## src/hdl/etc1_pkg.sv

```systemverilog
`timescale 1ns / 1ps
`default_nettype none

package etc1_pkg;

   // Configuration register indexes
   localparam logic CSR_ALLOW_DIFF  = 1'b0;
   localparam logic CSR_ALLOW_INDIV = 1'b1;

   localparam int PIX_CNT_W = 4;
   localparam logic [PIX_CNT_W-1:0] PIX_LAST = 4'd15;

   // Intensity modifier magnitudes, per table codeword
   localparam logic [7:0] MOD_SMALL_TAB [8] = '{8'd2, 8'd5, 8'd9, 8'd13,
                                                8'd18, 8'd24, 8'd33, 8'd47};
   localparam logic [7:0] MOD_LARGE_TAB [8] = '{8'd8, 8'd17, 8'd29, 8'd42,
                                                8'd60, 8'd80, 8'd106, 8'd183};

   // Decoded block, held while its pixels are sent
   typedef struct packed {
      logic        ok;
      logic        flip;
      logic [2:0]  cwd1;
      logic [2:0]  cwd2;
      logic [7:0]  red1;
      logic [7:0]  green1;
      logic [7:0]  blue1;
      logic [7:0]  red2;
      logic [7:0]  green2;
      logic [7:0]  blue2;
      logic [31:0] index_word;
   } block_type;

   // One result beat
   typedef struct packed {
      logic [1:0] pixel_x;
      logic [1:0] pixel_y;
      logic [7:0] red;
      logic [7:0] green;
      logic [7:0] blue;
      logic       decode_ok;
      logic       last;
   } pixel_type;

endpackage

`default_nettype wire

```

## src/hdl/etc1_block_decoder.sv

```systemverilog
// ETC1 texture block decoder.
// Request channel (req_valid/req_stall): one beat carries a 64-bit block as
// colour_word (bytes 0..3) and index_word (bytes 4..7). Result channel
// (rsp_valid/rsp_stall): one beat per pixel in raster order, row 0 first,
// with rsp_last on the sixteenth. A block in a disabled mode, or with a
// differential delta out of range, yields a single beat with decode_ok low
// and last high. Register port (csr_valid/csr_ready, always ready): index 0
// enables differential mode, index 1 individual mode; write only while idle.
// The block register loads when the block is accepted, and the first pixel
// then moves from it into the result register, which drives the outputs.
// Throughput: one pixel per cycle while the receiver does not stall; the
// next block is taken in the cycle its predecessor's last pixel moves to the
// result register, so blocks stream without gaps.
// When the receiver stalls, the result register holds its beat, the pixel
// counter stops and req_stall rises once the block register is busy.
// Reset (synchronous, active high) empties both registers and enables both
// modes.
`timescale 1ns / 1ps
`default_nettype none

module etc1_block_decoder
   import etc1_pkg::*;
(
   input  wire logic        clock,
   input  wire logic        reset,
   input  wire logic        req_valid,
   output logic             req_stall,
   input  wire logic [31:0] req_colour_word,
   input  wire logic [31:0] req_index_word,
   output logic             rsp_valid,
   input  wire logic        rsp_stall,
   output logic [1:0]       rsp_pixel_x,
   output logic [1:0]       rsp_pixel_y,
   output logic [7:0]       rsp_red,
   output logic [7:0]       rsp_green,
   output logic [7:0]       rsp_blue,
   output logic             rsp_decode_ok,
   output logic             rsp_last,
   input  wire logic        csr_valid,
   output logic             csr_ready,
   input  wire logic        csr_index,
   input  wire logic        csr_wdata
);

   logic                 allow_diff_ff, allow_diff_in;
   logic                 allow_indiv_ff, allow_indiv_in;
   block_type            blk_ff, blk_in;
   logic                 blk_valid_ff, blk_valid_in;
   logic [PIX_CNT_W-1:0] pix_cnt_ff, pix_cnt_in;
   pixel_type            rsp_pix_ff, rsp_pix_in;
   logic                 rsp_valid_ff, rsp_valid_in;
   logic                 out_adv, emit, blk_done, accept;

   // Register writes
   assign csr_ready = 1'b1;

   always_comb begin
      allow_diff_in  = allow_diff_ff;
      allow_indiv_in = allow_indiv_ff;
      if (csr_valid) begin
         case (csr_index)
            CSR_ALLOW_DIFF:  allow_diff_in  = csr_wdata;
            CSR_ALLOW_INDIV: allow_indiv_in = csr_wdata;
            default: ;
         endcase
      end
   end

   // Decode base colours on the way into the block register
   etc1_base_decode u_base (
      .colour_word (req_colour_word),
      .index_word  (req_index_word),
      .allow_diff  (allow_diff_ff),
      .allow_indiv (allow_indiv_ff),
      .blk         (blk_in)
   );

   // Pixel for the current count
   etc1_pixel_gen u_pix (
      .blk     (blk_ff),
      .pix_cnt (pix_cnt_ff),
      .pix     (rsp_pix_in)
   );

   // Handshake control
   assign out_adv   = ~rsp_valid_ff | ~rsp_stall;
   assign emit      = blk_valid_ff & out_adv;
   assign blk_done  = ~blk_ff.ok | (pix_cnt_ff == PIX_LAST);
   assign req_stall = blk_valid_ff & ~(emit & blk_done);
   assign accept    = req_valid & ~req_stall;

   always_comb begin
      blk_valid_in = blk_valid_ff;
      pix_cnt_in   = pix_cnt_ff;
      if (accept) begin
         blk_valid_in = 1'b1;
         pix_cnt_in   = '0;
      end else if (emit && blk_done) begin
         blk_valid_in = 1'b0;
         pix_cnt_in   = '0;
      end else if (emit) begin
         pix_cnt_in   = pix_cnt_ff + 1'b1;
      end
   end

   always_comb begin
      if (emit)         rsp_valid_in = 1'b1;
      else if (out_adv) rsp_valid_in = 1'b0;
      else              rsp_valid_in = rsp_valid_ff;
   end

   // Control registers
   always_ff @(posedge clock) begin
      if (reset) begin
         allow_diff_ff  <= 1'b1;
         allow_indiv_ff <= 1'b1;
         blk_valid_ff   <= 1'b0;
         pix_cnt_ff     <= '0;
         rsp_valid_ff   <= 1'b0;
      end else begin
         allow_diff_ff  <= allow_diff_in;
         allow_indiv_ff <= allow_indiv_in;
         blk_valid_ff   <= blk_valid_in;
         pix_cnt_ff     <= pix_cnt_in;
         rsp_valid_ff   <= rsp_valid_in;
      end
   end

   // Payload registers: load the block on accept, the beat on emit
   always_ff @(posedge clock) begin
      if (accept) blk_ff     <= blk_in;
      if (emit)   rsp_pix_ff <= rsp_pix_in;
   end

   assign rsp_valid     = rsp_valid_ff;
   assign rsp_pixel_x   = rsp_pix_ff.pixel_x;
   assign rsp_pixel_y   = rsp_pix_ff.pixel_y;
   assign rsp_red       = rsp_pix_ff.red;
   assign rsp_green     = rsp_pix_ff.green;
   assign rsp_blue      = rsp_pix_ff.blue;
   assign rsp_decode_ok = rsp_pix_ff.decode_ok;
   assign rsp_last      = rsp_pix_ff.last;

   // Checks
   a_idle_cnt_zero: assert property (@(posedge clock) disable iff (reset)
      !blk_valid_ff |-> pix_cnt_ff == '0)
      else $error("pixel counter not at zero while block register empty");

   a_accept_loads: assert property (@(posedge clock) disable iff (reset)
      accept |=> blk_valid_ff && pix_cnt_ff == '0)
      else $error("accepted block not loaded at pixel zero");

   a_reject_last: assert property (@(posedge clock) disable iff (reset)
      rsp_valid_ff && !rsp_pix_ff.decode_ok |-> rsp_pix_ff.last)
      else $error("rejected block beat not flagged last");

   a_last_corner: assert property (@(posedge clock) disable iff (reset)
      rsp_valid_ff && rsp_pix_ff.decode_ok && rsp_pix_ff.last
         |-> rsp_pix_ff.pixel_x == 2'd3 && rsp_pix_ff.pixel_y == 2'd3)
      else $error("last pixel beat is not the bottom-right corner");

endmodule

`default_nettype wire

```

## src/hdl/etc1_base_decode.sv

```systemverilog
`timescale 1ns / 1ps
`default_nettype none

module etc1_base_decode
   import etc1_pkg::*;
(
   input  wire logic [31:0] colour_word,
   input  wire logic [31:0] index_word,
   input  wire logic        allow_diff,
   input  wire logic        allow_indiv,
   output block_type        blk
);

   logic       diff;
   logic [7:0] chan_byte [3];
   logic [6:0] sum5      [3];
   logic [7:0] base1     [3];
   logic [7:0] base2     [3];
   logic [2:0] overflow;

   assign diff = colour_word[1];

   // Expand the two base colours for each channel
   always_comb begin
      for (int c = 0; c < 3; c++) begin
         chan_byte[c] = colour_word[31-8*c -: 8];
         sum5[c] = {2'b00, chan_byte[c][7:3]} + {{4{chan_byte[c][2]}}, chan_byte[c][2:0]};
         overflow[c] = diff & (sum5[c][6] | sum5[c][5]);
         if (diff) begin
            base1[c] = {chan_byte[c][7:3], chan_byte[c][7:5]};
            base2[c] = {sum5[c][4:0], sum5[c][4:2]};
         end else begin
            base1[c] = {chan_byte[c][7:4], chan_byte[c][7:4]};
            base2[c] = {chan_byte[c][3:0], chan_byte[c][3:0]};
         end
      end
   end

   // Reject a disabled mode or a delta that leaves the 5-bit range
   assign blk.ok         = (diff ? allow_diff : allow_indiv) & ~(|overflow);
   assign blk.flip       = colour_word[0];
   assign blk.cwd1       = colour_word[7:5];
   assign blk.cwd2       = colour_word[4:2];
   assign blk.red1       = base1[0];
   assign blk.green1     = base1[1];
   assign blk.blue1      = base1[2];
   assign blk.red2       = base2[0];
   assign blk.green2     = base2[1];
   assign blk.blue2      = base2[2];
   assign blk.index_word = index_word;

endmodule

`default_nettype wire

```

## src/hdl/etc1_pixel_gen.sv

```systemverilog
`timescale 1ns / 1ps
`default_nettype none

module etc1_pixel_gen
   import etc1_pkg::*;
(
   input  wire block_type             blk,
   input  wire logic [PIX_CNT_W-1:0] pix_cnt,
   output pixel_type                  pix
);

   logic [1:0] px;
   logic [1:0] py;
   logic [3:0] bit_sel;
   logic [1:0] idx;
   logic       second;
   logic [2:0] cwd;
   logic [7:0] mag;

   // Add a signed modifier and clamp to 0..255
   function automatic logic [7:0] sat_add(input logic [7:0] base, input logic [7:0] m,
                                          input logic neg);
      logic [9:0] s;
      s = neg ? ({2'b00, base} - {2'b00, m}) : ({2'b00, base} + {2'b00, m});
      if (s[9])      return 8'd0;
      else if (s[8]) return 8'hFF;
      else           return s[7:0];
   endfunction

   assign py      = pix_cnt[3:2];
   assign px      = pix_cnt[1:0];
   assign bit_sel = {px, py};
   assign idx     = {blk.index_word[16 + bit_sel], blk.index_word[bit_sel]};
   assign second  = blk.flip ? py[1] : px[1];
   assign cwd     = second ? blk.cwd2 : blk.cwd1;
   assign mag     = idx[0] ? MOD_LARGE_TAB[cwd] : MOD_SMALL_TAB[cwd];

   // Build the beat; a rejected block gives one zero beat
   always_comb begin
      if (blk.ok) begin
         pix.pixel_x   = px;
         pix.pixel_y   = py;
         pix.red       = sat_add(second ? blk.red2   : blk.red1,   mag, idx[1]);
         pix.green     = sat_add(second ? blk.green2 : blk.green1, mag, idx[1]);
         pix.blue      = sat_add(second ? blk.blue2  : blk.blue1,  mag, idx[1]);
         pix.decode_ok = 1'b1;
         pix.last      = (pix_cnt == PIX_LAST);
      end else begin
         pix.pixel_x   = 2'd0;
         pix.pixel_y   = 2'd0;
         pix.red       = 8'd0;
         pix.green     = 8'd0;
         pix.blue      = 8'd0;
         pix.decode_ok = 1'b0;
         pix.last      = 1'b1;
      end
   end

endmodule

`default_nettype wire

```

## config.mk

```make
export PLATFORM = sky130hd
export DESIGN_NAME = etc1_block_decoder
export DESIGN_NICKNAME = d
export VERILOG_FILES = /design/src/hdl/etc1_pkg.sv /design/src/hdl/etc1_block_decoder.sv /design/src/hdl/etc1_base_decode.sv /design/src/hdl/etc1_pixel_gen.sv
export SDC_FILE = /design/constraint.sdc
export NUM_CORES = 1
export LEC_CHECK = 0
export BUFFER_PORTS_ARGS = -buffer_cell sky130_fd_sc_hd__buf_2
export CAP_MARGIN = 20
export CORE_MARGIN = 1
export CORE_UTILIZATION = 50
export DETAILED_ROUTE_END_ITERATION = 8
export PLACE_DENSITY = 0.77
export SLEW_MARGIN = 10
export SYNTH_ARGS = -nofsm -noshare
export SYNTH_HDL_FRONTEND = slang
export SYNTH_SLANG_ARGS = --single-unit
export TNS_END_PERCENT = 30
```

## constraint.sdc

```tcl
create_clock -name clock -period 13.3 [get_ports clock]
set_clock_uncertainty 0.1 [all_clocks]
set_input_delay 0.665 -clock clock [delete_from_list [all_inputs] [get_ports clock]]
set_output_delay 0.665 -clock clock [all_outputs]
set_load 0.01 [all_outputs]
```

==> flow_summary.toml <==
[status]
status = "finished, final reports clean"

[logic_synthesis]
synth_area_leader_cell = "edfxtp_1"
synth-edff-count = 118
synth.yosys.seq_area_share_pct = 46.1
yosys.area.top_type_share_pct = 44.1
synth_area_leaders = "edfxtp_1 (44%), ha_1 (11%), mux2_2 (4.9%), inv_1 (2.7%), a21oi_1 (2.6%)"
mappedNetlistNets = 852
synth.lib_cells_used.distinct = 64
netlist_instances = 699
synth-main-ff-cell = "edfxtp_1"
synthesis.area_um2 = 8030
synth_area_per_cell_um2 = 11.5
ys_ff_latch = 126
yosys_warnings = 0
synth_async_sr_flop_share_pct = 0

[route]
viasPerCell = 5.67
antenna_left = 0
vias = 5793
route.detailed.wl_per_inst_um = 17.2
remaining_drc_errors = 0
drt_iter0_drc = 510
drt_pre_antenna_iters = 6
final_wl_mm = 17.5

[global_route]
gr-usage-all-layers_pct = 22.5
grt_pass1_vias = 5471
overflow = 0
antenna_found_initial = 1
grt_first_pass_wirelength_mm = 28.1
grt_start_max_net_pins = 89

[sta]
report.final.hold_viol_count = 0
slew-limit-headroom_pct = 28.1
max_clock_freq_mhz = 175
holdWs_ns = 0.302
setup_tns_ns = 0
timing.final.crit_share_pct = 43.1
worst_pin_slew_ns = 1.08
min_period_ns = 5.73
final-setup-viol-count = 0
rsz0062_at_grt = "false"
timing.final.max_slew_violations = 0

[power]
power_density_nw_per_um2 = 131
power.leakage_nw = 3.90
internal_power_mw = 0.856
swShare_pct = 30.0
power.ir.vdd_worst_mv = 0.102
power.combinational.fraction_pct = 23.2
p_switching_mw = 0.367
pwr-share-seq_pct = 39.4
power.share.clock_pct = 37.5

[critical_path]
critPathTopFamily = "compound AO/OA/AOI/OAI gates"
cpMaxStageDelayCell = "o31ai_1"
cp_data_arrival_time_ns = 5.82
worstPathRequired_ns = 13.39
worstPathMaxFanout = 12
nature_of_the_critical_path_endpoint = "flop"
critical_path_start_type = "flop"
cp_slowest_stage_delay_ns = 0.87
worstPathCellList = "mux4_1 > mux4_2 > nor2b_1 > o31ai_1 > ha_1 > inv_1 > fa_1 > nor2b_1 > o21ai_0 > a31oi_1 > o31ai_1 > o21ba_2"
worstPathBufferInverterCount = 1
path_class = "flop to flop"

[job]
max_cap_viol_count = 0

[place]
gp_routability_congestion = 0.921
dp_wirelength_mm = 12.7
placed_cells_incl_taps = 988
placement.io_buffers = 102

[final_layout]
post-route-util_pct = 60.4
fillers = 1235
design.final.nets = 950
share_of_final_layout_standard_cells_stronger_than_drive_strength_1_pct = 23.7
layoutNonFillerInstCount = 1022
flow.area_growth_from_synthesis_pct = 16.0

[floorplanning]
floorplan.die_area_um2 = 16600
fp.dieH_um = 129
std_cell_rows = 45
dieWidth_um = 129
io_pins = 104
core-area_um2 = 15400
start_util_pct = 52.1

[clock_network]
cts-root-buf = "clkbuf_16"
cts_htree_levels = 4
insertion_delay_ns = 0.43
path_clk_slew_ns = 0.06
cts_inserted_buffers = 17
cts_setup_buffers = 0
cts_hold_buffers = 0
cts_tree = "built"
cts.repair.resized = 0
cts.sinks = 126
cts_max_path_buffers = 2

[min_path]
timing.hold.worst.class = "input port to flop"
[routing by layer]
| metal | share of wire [%] | GRT usage (%) |
|---|---|---|
| met2 | 45 | 35.0 |
| met5 | 0 | 0 |
| met3 | 6.3 | 4.41 |
| met1 | 47 | 31.2 |
| met4 | 1.9 | 8.65 |
[final timing paths]
check	start	end	cells past startpoint	slack (ns)
worst min-delay path	req_index_word[16]	blk_ff[16]$_DFFE_PP_	1	0.30
worst max-delay path	pix_cnt_ff[2]$_SDFFE_PP0P_	rsp_blue[2]$_SDFFCE_PP0P_	12	7.57
worst min register to register	blk_valid_ff$_SDFFE_PP0P_	blk_valid_ff$_SDFFE_PP0P_	2	0.41
worst max register to register	pix_cnt_ff[2]$_SDFFE_PP0P_	rsp_blue[2]$_SDFFCE_PP0P_	12	7.57
[cells in the mapped netlist (4+ instances only)]
library cell / count
fa_1: 9
nand2b_1: 5
buf_2: 5
o221ai_1: 10
nor3_1: 10
o21bai_1: 9
nand2_1: 50
dfxtp_1: 8
and2_1: 6
inv_1: 58
nor2_1: 46
o31ai_1: 7
o21a_1: 8
o21ai_0: 26
a21o_1: 13
nand3_1: 9
nor2b_1: 15
a21boi_0: 4
o211ai_1: 5
mux4_2: 8
edfxtp_1: 118
a21oi_1: 41
nor3b_1: 5
mux2i_1: 14
a221o_1: 10
clkbuf_1: 18
ha_1: 73
xnor2_1: 11
mux2_2: 35
a211oi_1: 6
[cell families (layout without fill, tap and decap cells)]
family / count (synthesis) / count (layout) / synth area share [%]
AOI/OAI and AO/OA: 176 / 176 / 15.5
muxes: 60 / 60 / 9.88
other: 1 / 2 / 0.0467
and+or+nand+nor: 155 / 155 / 8.91
xor gates and xnor gates: 14 / 14 / 1.53
buffers and inverters: 85 / 196 / 4.38
adders and majority gates: 82 / 82 / 13.6
DFF: 126 / 126 / 46.1
[power by group through the flow]
stage | registers, mW | clock network, mW | logic [mW]
6_report | 0.482 | 0.458 | 0.283
5_1_grt | 0.484 | 0.481 | 0.312
4_1_cts | 0.482 | 0.464 | 0.279
3_5_place_dp | 0.490 | 0 | 0.275
3_3_place_gp | 0.489 | 0 | 0.275
2_1_floorplan | 0.493 | 0 | 0.199
[cells in the final DEF (no fill, tap or decap), types with 4 or more instances in the layout]
master     count
nand2_1       50
a221o_1       10
mux4_2         8
mux2_2        35
fa_1           9
clkbuf_16     17
nand3_1        9
o211ai_1       5
a21boi_0       4
dfxtp_1        8
ha_1          73
buf_2        102
xnor2_1       11
o221ai_1      10
nor2b_1       15
nor3_1        10
mux2i_1       13
a211oi_1       6
o31ai_1        7
o21ai_0       26
a21o_1        13
edfxtp_1     118
a21oi_1       41
o21a_1         8
inv_8          4
nor3b_1        5
nor2_1        45
inv_6          4
nand2b_1       5
o21bai_1       9
and2_1         6
inv_1         58
[layout make-up]
class | count | area [um2] | share of cell area, %
clock inverters | 14 | 148 | 1.58
multi-input cells | 488 | 4010 | 43.0
clock buffers | 18 | 439 | 4.71
well taps | 211 | 264 | 2.83
flip-flops and latches | 126 | 3700 | 39.7
repair buffers | 106 | 538 | 5.77
diodes | 1 | 2.50 | 0.0268
inverters | 58 | 218 | 2.34
[stage by stage]
stage	setup WS (ns)	instance area (um2)	total power [mW]
global route	7.18	9320	1.28
finish	7.57	9320	1.22
floorplan	6.17	8030	0.692
CTS	7.64	9310	1.22
global placement	7.80	8730	0.764
detailed placement	7.62	8730	0.765
[state kept, by name, summed over array words and instances, names as in the netlist]
signal / flops
blk_ff: 88
rsp_blue: 8
rsp_green: 8
rsp_red: 8
pix_cnt_ff: 4
rsp_pixel_x: 2
rsp_pixel_y: 2
allow_diff_ff: 1
allow_indiv_ff: 1
blk_valid_ff: 1
rsp_decode_ok: 1
rsp_last: 1
rsp_valid: 1
(Power assumes the default switching activity.)
